$ cat src/hw/rtl/stw_pkg.sv
package stw_pkg;

    localparam logic [7:0] CH_LF    = 8'h0A;
    localparam logic [7:0] CH_CR    = 8'h0D;
    localparam logic [7:0] CH_FIRST = 8'h20;
    localparam logic [7:0] CH_LAST  = 8'h7E;

    localparam logic REQ_PUT  = 1'b0;
    localparam logic REQ_READ = 1'b1;

    typedef enum logic [1:0] {
        KIND_NONE  = 2'd0,
        KIND_GLYPH = 2'd1,
        KIND_READ  = 2'd2
    } kind_t;

    typedef struct packed {
        logic       req_type;
        logic [7:0] byte_in;
        logic [2:0] read_row;
        logic [4:0] read_col;
    } req_t;

    typedef struct packed {
        kind_t      result_kind;
        logic       scrolled;
        logic [2:0] cell_row;
        logic [4:0] cell_col;
        logic [6:0] cell_char;
    } res_t;

endpackage

$ cat src/hw/rtl/stw_store.sv
module stw_store #(
    parameter int ROWS = 8,
    parameter int COLS = 32
) (
    input  logic                            clk,
    input  logic                            rst_n,
    input  logic                            ch_we,
    input  logic [$clog2(ROWS*COLS)-1:0]    ch_waddr,
    input  logic [6:0]                      ch_wdata,
    input  logic                            len_we,
    input  logic [$clog2(ROWS)-1:0]         len_waddr,
    input  logic [$clog2(COLS+1)-1:0]       len_wdata,
    input  logic                            len_clr,
    input  logic [$clog2(ROWS)-1:0]         len_caddr,
    input  logic                            rd_en,
    input  logic [$clog2(ROWS*COLS)-1:0]    ch_raddr,
    input  logic [$clog2(ROWS)-1:0]         len_raddr,
    output logic [6:0]                      ch_q,
    output logic [$clog2(COLS+1)-1:0]       len_q
);

    localparam int DEPTH = ROWS * COLS;
    localparam int LW    = $clog2(COLS + 1);

    logic [6:0]    ch_mem [DEPTH];
    logic [LW-1:0] len_mem [ROWS];
    logic [ROWS-1:0] vld_reg;
    logic [6:0]    ch_q_reg;
    logic [LW-1:0] len_q_reg;
    logic          vld_q_reg;

    always_ff @(posedge clk)
    begin
        if (ch_we)
        begin
            ch_mem[ch_waddr] <= ch_wdata;
        end
        if (rd_en)
        begin
            ch_q_reg <= ch_mem[ch_raddr];
        end
    end

    always_ff @(posedge clk)
    begin
        if (len_we)
        begin
            len_mem[len_waddr] <= len_wdata;
        end
        if (rd_en)
        begin
            len_q_reg <= len_mem[len_raddr];
        end
    end

    // a row without its valid bit has length zero
    always_ff @(posedge clk or negedge rst_n)
    begin
        if (!rst_n)
        begin
            vld_reg   <= '0;
            vld_q_reg <= 1'b0;
        end
        else
        begin
            if (len_we)
            begin
                vld_reg[len_waddr] <= 1'b1;
            end
            if (len_clr)
            begin
                vld_reg[len_caddr] <= 1'b0;
            end
            if (rd_en)
            begin
                vld_q_reg <= vld_reg[len_raddr];
            end
        end
    end

    assign ch_q  = ch_q_reg;
    assign len_q = vld_q_reg ? len_q_reg : '0;

endmodule

$ cat src/hw/rtl/scrolling_text_window.sv
// Text window of ROWS x COLS cells kept as a ring of rows in one character
// RAM plus a row-length RAM. One word is taken per cycle while cfg_we is low
// (busy stays low); its result shows on result in the next cycle with done
// high, as the RAM reads and result fields are registered. Results cannot be
// held off. Scrolling moves the ring base only, so it holds off no word. Row
// lengths are zero after reset through per-row valid flops; no clearing pass
// runs. A cfg_we write homes the cursor to column 0 of row cfg_data.
module scrolling_text_window
    import stw_pkg::*;
#(
    parameter int ROWS = 8,
    parameter int COLS = 32
) (
    input  logic       clk,
    input  logic       rst_n,
    input  logic       start,
    output logic       busy,
    input  req_t       req,
    input  logic       cfg_we,
    input  logic [2:0] cfg_data,
    output logic       done,
    output res_t       result
);

    localparam int RW = $clog2(ROWS);
    localparam int CW = $clog2(COLS);
    localparam int LW = $clog2(COLS + 1);
    localparam int AW = $clog2(ROWS * COLS);
    localparam int RW1 = RW + 1;
    localparam logic [RW:0]   ROWS_V   = RW1'(ROWS);
    localparam logic [RW-1:0] LAST_ROW = RW'(ROWS - 1);
    localparam logic [CW-1:0] LAST_COL = CW'(COLS - 1);
    localparam logic [AW-1:0] COLS_A   = AW'(COLS);

    function automatic logic [RW-1:0] phys(input logic [RW-1:0] b, input logic [RW-1:0] l);
        logic [RW:0] s;
        s = {1'b0, b} + {1'b0, l};
        if (s >= ROWS_V)
        begin
            s = s - ROWS_V;
        end
        return s[RW-1:0];
    endfunction

    logic [RW-1:0] base_reg, base_next;
    logic [RW-1:0] crow_reg, crow_next;
    logic [CW-1:0] ccol_reg, ccol_next;
    logic          done_reg;
    kind_t         kind_reg, kind_next;
    logic          scr_reg, scr_next;
    logic [2:0]    row_reg, row_next;
    logic [4:0]    col_reg, col_next;
    logic [6:0]    pch_reg, pch_next;
    logic          hit_reg, hit_next;
    logic [CW-1:0] rcol_reg, rcol_next;

    logic          accept;
    logic [RW-1:0] p_cur, p_rd, r_l;
    logic [CW-1:0] c_l;
    logic          is_eol, is_glyph;
    logic          ch_we, len_we, len_clr, rd_en;
    logic [AW-1:0] ch_waddr, ch_raddr;
    logic [LW-1:0] len_wdata;
    logic [6:0]    ch_q;
    logic [LW-1:0] len_q;

    assign busy   = 1'b0;
    assign accept = start && !busy;

    assign p_cur    = phys(base_reg, crow_reg);
    assign r_l      = RW'(req.read_row);
    assign c_l      = CW'(req.read_col);
    assign p_rd     = phys(base_reg, r_l);
    assign is_eol   = (req.byte_in == CH_LF) || (req.byte_in == CH_CR);
    assign is_glyph = (req.byte_in >= CH_FIRST) && (req.byte_in <= CH_LAST);

    always_comb
    begin
        base_next = base_reg;
        crow_next = crow_reg;
        ccol_next = ccol_reg;
        kind_next = KIND_NONE;
        scr_next  = 1'b0;
        row_next  = '0;
        col_next  = '0;
        pch_next  = '0;
        hit_next  = 1'b0;
        rcol_next = c_l;
        ch_we     = 1'b0;
        len_we    = 1'b0;
        len_clr   = 1'b0;
        rd_en     = 1'b0;
        ch_waddr  = AW'(p_cur) * COLS_A + AW'(ccol_reg);
        len_wdata = LW'(ccol_reg);
        hit_next  = (32'(req.read_row) < ROWS) && (32'(req.read_col) < COLS);
        ch_raddr  = hit_next ? (AW'(p_rd) * COLS_A + AW'(c_l)) : '0;
        if (cfg_we)
        begin
            crow_next = (32'(cfg_data) >= ROWS) ? LAST_ROW : RW'(cfg_data);
            ccol_next = '0;
        end
        else if (accept)
        begin
            if (req.req_type == REQ_READ)
            begin
                rd_en     = 1'b1;
                kind_next = KIND_READ;
                row_next  = req.read_row;
                col_next  = req.read_col;
            end
            else if (is_eol || is_glyph)
            begin
                len_we = 1'b1;
                if (is_glyph)
                begin
                    ch_we     = 1'b1;
                    len_wdata = LW'(ccol_reg) + LW'(1);
                    kind_next = KIND_GLYPH;
                    row_next  = 3'(crow_reg);
                    col_next  = 5'(ccol_reg);
                    pch_next  = req.byte_in[6:0];
                    ccol_next = ccol_reg + CW'(1);
                end
                if (is_eol || (ccol_reg == LAST_COL))
                begin
                    ccol_next = '0;
                    if (crow_reg == LAST_ROW)
                    begin
                        // new bottom row is the old base row
                        len_clr   = 1'b1;
                        base_next = (base_reg == LAST_ROW) ? '0 : base_reg + RW'(1);
                        scr_next  = 1'b1;
                    end
                    else
                    begin
                        crow_next = crow_reg + RW'(1);
                    end
                end
            end
        end
    end

    always_ff @(posedge clk or negedge rst_n)
    begin
        if (!rst_n)
        begin
            base_reg <= '0;
            crow_reg <= RW'(1);
            ccol_reg <= '0;
            done_reg <= 1'b0;
        end
        else
        begin
            base_reg <= base_next;
            crow_reg <= crow_next;
            ccol_reg <= ccol_next;
            done_reg <= accept && !cfg_we;
        end
    end

    always_ff @(posedge clk)
    begin
        kind_reg <= kind_next;
        scr_reg  <= scr_next;
        row_reg  <= row_next;
        col_reg  <= col_next;
        pch_reg  <= pch_next;
        hit_reg  <= hit_next;
        rcol_reg <= rcol_next;
    end

    stw_store #(
        .ROWS(ROWS),
        .COLS(COLS)
    ) u_store (
        .clk      (clk),
        .rst_n    (rst_n),
        .ch_we    (ch_we),
        .ch_waddr (ch_waddr),
        .ch_wdata (req.byte_in[6:0]),
        .len_we   (len_we),
        .len_waddr(p_cur),
        .len_wdata(len_wdata),
        .len_clr  (len_clr),
        .len_caddr(base_reg),
        .rd_en    (rd_en),
        .ch_raddr (ch_raddr),
        .len_raddr(p_rd),
        .ch_q     (ch_q),
        .len_q    (len_q)
    );

    always_comb
    begin
        result.result_kind = kind_reg;
        result.scrolled    = scr_reg;
        result.cell_row    = row_reg;
        result.cell_col    = col_reg;
        result.cell_char   = pch_reg;
        if (kind_reg == KIND_READ)
        begin
            result.cell_char = (hit_reg && (LW'(rcol_reg) < len_q)) ? ch_q : '0;
        end
    end

    assign done = done_reg;

endmodule

$ cat config.mk
export PLATFORM = sky130hd
export DESIGN_NAME = scrolling_text_window
export DESIGN_NICKNAME = d
export VERILOG_FILES = /design/src/hw/rtl/stw_pkg.sv /design/src/hw/rtl/stw_store.sv /design/src/hw/rtl/scrolling_text_window.sv
export SDC_FILE = /design/constraint.sdc
export NUM_CORES = 2
export LEC_CHECK = 0
export BUFFER_PORTS_ARGS = -buffer_cell sky130_fd_sc_hd__buf_2
export CAP_MARGIN = 10
export CORE_UTILIZATION = 65
export CTS_BUF_LIST = sky130_fd_sc_hd__clkbuf_8
export CTS_CLUSTER_SIZE = 10
export DETAILED_ROUTE_END_ITERATION = 16
export PLACE_DENSITY_LB_ADDON = 0.3
export SLEW_MARGIN = 25
export SYNTH_ARGS = -nofsm -noshare
export SYNTH_HDL_FRONTEND = slang
export SYNTH_SLANG_ARGS = --single-unit
$ cat constraint.sdc
create_clock -name clk -period 3.42 [get_ports clk]
set_input_delay 0.513 -clock clk [delete_from_list [all_inputs] [get_ports clk]]
set_output_delay 0.513 -clock clk [all_outputs]
set_load 0.05 [all_outputs]
**Word-level counts from Yosys, hierarchy flattened**

Memory sizes are Yosys's and may differ from the RTL's. A register that Yosys moved wholly into a read port is not among the register bits.
Cells that the tools add are included.

- Memories: 2
- Register bits after elaboration: 44
- Logic and storage cells: 131
- Memory bits (writable): 1840
- Bits of input ports: 24

- Order comparisons: 10
- $add $sub $neg: 10
- Reduce and logical (&&, ||, !) cells: 18
- Equal/unequal tests: 8
- Mux-type cells: 62
- Bitwise gates (word level): 8

Memory list:

| memory | depth | width | read ports | clocked after memory_dff | write ports | line | source |
|---|---|---|---|---|---|---|---|
| u_store.ch_mem | 256 | 7 | 1 | 1 | 1 | stw_store.sv:25 | `logic [6:0] ch_mem [DEPTH];` |
| u_store.len_mem | 8 | 6 | 1 | 1 | 1 | stw_store.sv:26 | `logic [LW-1:0] len_mem [ROWS];` |

Operator list:

| kind | number |
|---|---|
| 5-bit 2-to-1 mux | 9 |
| 3-bit 2-to-1 mux | 12 |
| 6-bit 2-to-1 mux | 6 |
| 1-bit 2-to-1 mux | 27 |
| 8-bit by 5-bit adder with 8-bit output | 2 |
| 8-bit by 4-bit == test with 1-bit output (second input constant) | 2 |
| 8-bit 2-to-1 mux | 2 |
| 7-bit 2-to-1 mux | 2 |
| 3-bit by 4-bit less-than comparator with 1-bit output (second input constant) | 3 |
| 3-bit by 3-bit adder with 4-bit output | 2 |
| 8-bit bitwise AND | 1 |
| 4-bit >= comparator (second input constant) | 2 |
| 8-bit by 6-bit >= comparator with 1-bit output (second input constant) | 1 |
| 8-bit by 7-bit <= comparator with 1-bit output (second input constant) | 1 |
| 8-bit NOT | 1 |
| 8-bit bitwise OR | 1 |
| 3-bit by 1-bit adder with 3-bit output (second input constant) | 2 |
| 5-bit by 1-bit adder with 6-bit output (second input constant) | 1 |
| 1-bit demux with 3-bit select | 2 |
| 3-bit == test (second input constant) | 2 |
| 3-bit by 1-bit >= comparator with 1-bit output (second input constant) | 2 |
| 5-bit by 6-bit less-than comparator with 1-bit output | 1 |
| 6-bit AND reduction | 1 |
| 2-bit nonzero test | 3 |
| other kinds (18) | 28 |

**Depth between registers and ports, before layout**

- Depth in word-level cells: 11
- Mapped depth: 11
- Gate-level depth less buffers: 9

**Hierarchy**

From an unflattened synthesis, not the netlist that was laid out.

- Cell total of the unflattened synthesis: 3690
- Area total of the unflattened synthesis: 74627.8 um^2

Modules (own cells, without submodules):

| module | cells each | seq. area each (um^2) | times used | area each (um^2) |
|---|---|---|---|---|
| stw_store | 3506 | 55868.6 | 1 | 72736.0 |
| scrolling_text_window | 184 | 762.0 | 1 | 1891.8 |

**Least setup slack after synthesis**

No wires, ideal clock.

- Path type: reg-to-reg
- Start: register crow_reg[0]
- End: memory u_store.ch_mem[240][0], enable pin
- Period minus slack after synthesis: 2985 ps
- Path buffers: 1
- Setup slack: 435 ps
- Arrival time: 2625 ps
- Stages on the path, launching flop included: 10
- Library setup time: 360 ps
- Cell sequence: dfstp_2 -> ha_1 -> inv_1 -> fa_1 -> xor2_1 -> xnor2_1 -> nor2b_1 -> nand3_1 -> clkbuf_1 -> nor2_1

- Cells in the longest elaborated chain, start to end: 4
- Elaborated cells on any way between the ends: 5
- Classes of those cells: add/sub (3); order compare (1); mux (1)

Ends and longest elaborated chain:

| what | line | source |
|---|---|---|
| from (decl) | scrolling_text_window.sv:46 | `logic [RW-1:0] crow_reg, crow_next;` |
| from (signal assigned) | scrolling_text_window.sv:155 | `crow_reg <= crow_next;` |
| 3-bit by 3-bit adder with 4-bit output * | scrolling_text_window.sv:37 | `s = {1'b0, b} + {1'b0, l};` |
| 4-bit >= comparator or 3-bit by 1-bit subtractor with 3-bit output (tied branches) | scrolling_text_window.sv:38, scrolling_text_window.sv:40 |  |
| 3-bit 2-to-1 mux * | scrolling_text_window.sv:38 | `if (s >= ROWS_V)` |
| 8-bit by 5-bit adder with 8-bit output * | scrolling_text_window.sv:93 | `ch_waddr = AW'(p_cur) * COLS_A + AW'(ccol_reg);` |
| to (decl) | stw_store.sv:25 |  |

Every way passes the cells marked *; elsewhere a longest branch is shown, timed or not.

==> impl_metrics.tcl <==
set metrics [dict create \
    status "finished, violations left" \
    violations "setup timing" \
    nets 4329 \
    grt_pass1_wl_um 260000 \
    switching_share 0.223 \
    die_w_um 339 \
    power_frac_clock 0.374 \
    ir_worst_vdd_mv 0.410 \
    synth_top_cell_by_area "edfxtp_1" \
    dr.pass1.iters 8 \
    synth_edf_count 1853 \
    overflow 0 \
    top_level_ports 44 \
    dp_hpwl_um 112000 \
    setup.worst_path.class "flip-flop to primary output" \
    rsz0062_at_grt "yes" \
    leakage_nw 28.2 \
    dp_cells 5464 \
    grt_usage 0.315 \
    dieArea_mm2 0.115 \
    syn_nets 3702 \
    drive_gt1_frac 0.287 \
    cts.path.max_buffers 4 \
    yosysTopAreaCellShare 0.753 \
    grt_pass1_vias 40100 \
    hold_viol 0 \
    start_util 0.656 \
    drt_iter0_drc 5473 \
    power_frac_comb 0.059 \
    cap_violations 0 \
    drc 0 \
    setup-tns-final_ns -0.0608 \
    maxSlewViolCount 0 \
    seq_area_frac_synth 0.766 \
    synthTopCellsByArea "edfxtp_1, mux4_2, mux2i_1" \
    yosysMostFrequentCell "edfxtp_1" \
    worst_slew_pin_slew_ns 1.21 \
    arrival_ns 2.94 \
    synthCells 3660 \
    synth_warnings 0 \
    setup_violations 5 \
    ys.flop_type "edfxtp_1" \
    fillers 5916 \
    antenna_found_initial 5 \
    drt.antenna.violating_nets 0 \
    viasPerCell 6.67 \
    largest_reg_flops 1792 \
    start_kind "flip-flop" \
    dp_slack_ns -0.402 \
    clock_skew_ns 0.0523 \
    yosys-top-cells-count "edfxtp_1, mux4_2, nor2_1" \
    wl_per_cell_um 30.0 \
    power.density_mw_per_mm2 534 \
    path_clk_slew_ns 0.06 \
    intPower_mw 35.0 \
    max_freq_mhz 290 \
    ys_async_sr_fraction 0.0111 \
    postSynthAreaPerCell_um2 20.2 \
    multi_input_area_mm2 0.0162 \
    cts_root_buffer "clkbuf_8" \
    regArea_mm2 0.0566 \
    hold_path.class "input pin to async pin" \
    htree_levels 5 \
    fin_total_pwr_mw 45.1 \
    slew-limit-headroom 0.196 \
    syn_area_mm2 0.0739 \
    ff2ff_setup_slack_ns 0.10 \
    globalplace.congestion 0.951 \
    ys_ff_latch 1897 \
    finalCritPeriodShare 1.01 \
    synthToLayoutAreaGrowth_pct 14.2 \
    power_switching_mw 10.1 \
    post-route-min-period_ns 3.45 \
    chipHeight_um 339 \
    required_ns 2.91 \
    power_frac_seq 0.568 \
    cp_max_fo 7 \
    reg2reg_depth 11 \
    cts_tree "done" \
    synthDistinctLibCells 59 \
    vias 39900 \
    r2r_end "u_store.ch_mem[3][5]" \
    finalWorstSetupSlack_ns -0.0283 \
    io_buffers 42 \
    reg2reg_from "base_reg[0]" \
    num_rows 123 \
    totalWireLength_um 179000 \
    cts.sinks 1897 \
    grt_max_degree 216 \
    coreArea_mm2 0.113 \
    clk_latency_ns 0.98 \
    end_kind "primary output" \
    stdcell_count 5987 \
    cts_buffers 300 \
]
==> routing by layer <==
layer | GRT usage | wire, µm | vias up
li1 | - | - | 16400
met1 | 0.433 | 64000 | 20200
met2 | 0.489 | 85500 | 2800
met3 | 0.0822 | 22500 | 473
met4 | 0.129 | 7370 | 4
met5 | 0 | 31 | -
==> through the flow <==
stage / util / area [µm²] / hold slack, ns
2_1_floorplan: - / 73900 / 0.217
3_3_place_gp: 0.701 / 78900 / 0.471
3_5_place_dp: 0.701 / 79000 / 0.483
4_1_cts: 0.749 / 84300 / 0.0111
5_1_grt: 0.749 / 84400 / 0.0917
6_report: 0.749 / 84400 / 0.0747
==> cells by family after synthesis <==
kind of cell | count (synthesis) | synth area share
flops | 1897 | 0.766
mux | 601 | 0.146
simple gates | 510 | 0.0298
compound gates | 398 | 0.0375
buf+inv | 227 | 0.0161
fa+ha+maj | 18 | 0.00325
xor+xnor | 8 | 0.00105
other cells | 1 | 0.0000508
==> power by group through the flow <==
stage                     registers, mW  clock network, mW  logic [mW]
after CTS                          25.6               17.0        2.59
after global placement             26.1                  0        2.48
final                              25.6               16.9        2.64
after floorplan                    26.1                  0        1.36
after global routing               25.6               18.0        2.75
after detailed placement           26.1                  0        2.54
==> worst max path at each step <==
stage                            from                endpoint  slack [ns]  cells past startpoint
floorplan                 crow_reg[0]  u_store.ch_mem[240][0]        0.44                      9
global placement               req[0]         u_store.ch_q[6]       -0.43                     10
detailed placement             req[0]         u_store.ch_q[6]       -0.40                     10
CTS                 u_store.vld_q_reg               result[0]       -0.09                      9
global route        u_store.vld_q_reg               result[0]       -0.10                      9
finish              u_store.vld_q_reg               result[0]       -0.03                      9
==> area by class of cell <==
class                      instances  area share
multi-input combinational       1536       0.191
antenna                            2   0.0000593
inverter                          13    0.000608
tap                             1500      0.0222
sequential                      1897       0.671
timing repair buffer             539      0.0539
clock inverter                   191      0.0103
clock buffer                     309      0.0504
==> worst max-delay path: stages, from the launching register on <==
cell,delay (ns)
dfrtp_2,0.42
buf_4,0.14
nand2_2,0.05
ha_1,0.23
a21o_1,0.20
a21o_1,0.17
a21o_1,0.20
a21oi_4,0.22
a22o_1,0.20
buf_6,0.17
==> what timing repair did <==
item | in CTS | in global routing
hold buffers | 17 | 0
endpoints found under the hold margin | 49 | 0
pin swaps | 10 | 6
setup buffers | 3 | 1
gates resized for setup | 17 | 11
endpoints found under the setup margin | 7 | 37
==> cell usage in the layout (no fill, tap or decap), drive strengths merged, types with 6 or more instances in the layout <==
master / n
dlygate4sd3: 17
o211ai: 10
nand2: 87
clkinvlp: 7
dfrtp: 20
nor2b: 18
clkinv: 88
or3: 10
o21ai: 32
a31oi: 7
mux2i: 219
and2: 10
buf: 515
and3: 11
xnor2: 6
o22ai: 41
nand2b: 7
nor4: 19
dfxtp: 23
nand3: 10
mux4: 379
a22oi: 88
ha: 16
clkbuf: 316
nor2: 290
inv: 107
edfxtp: 1853
a22o: 16
a21oi: 92
nor3: 36
o221ai: 83
Power figures use the tool's default switching activity.
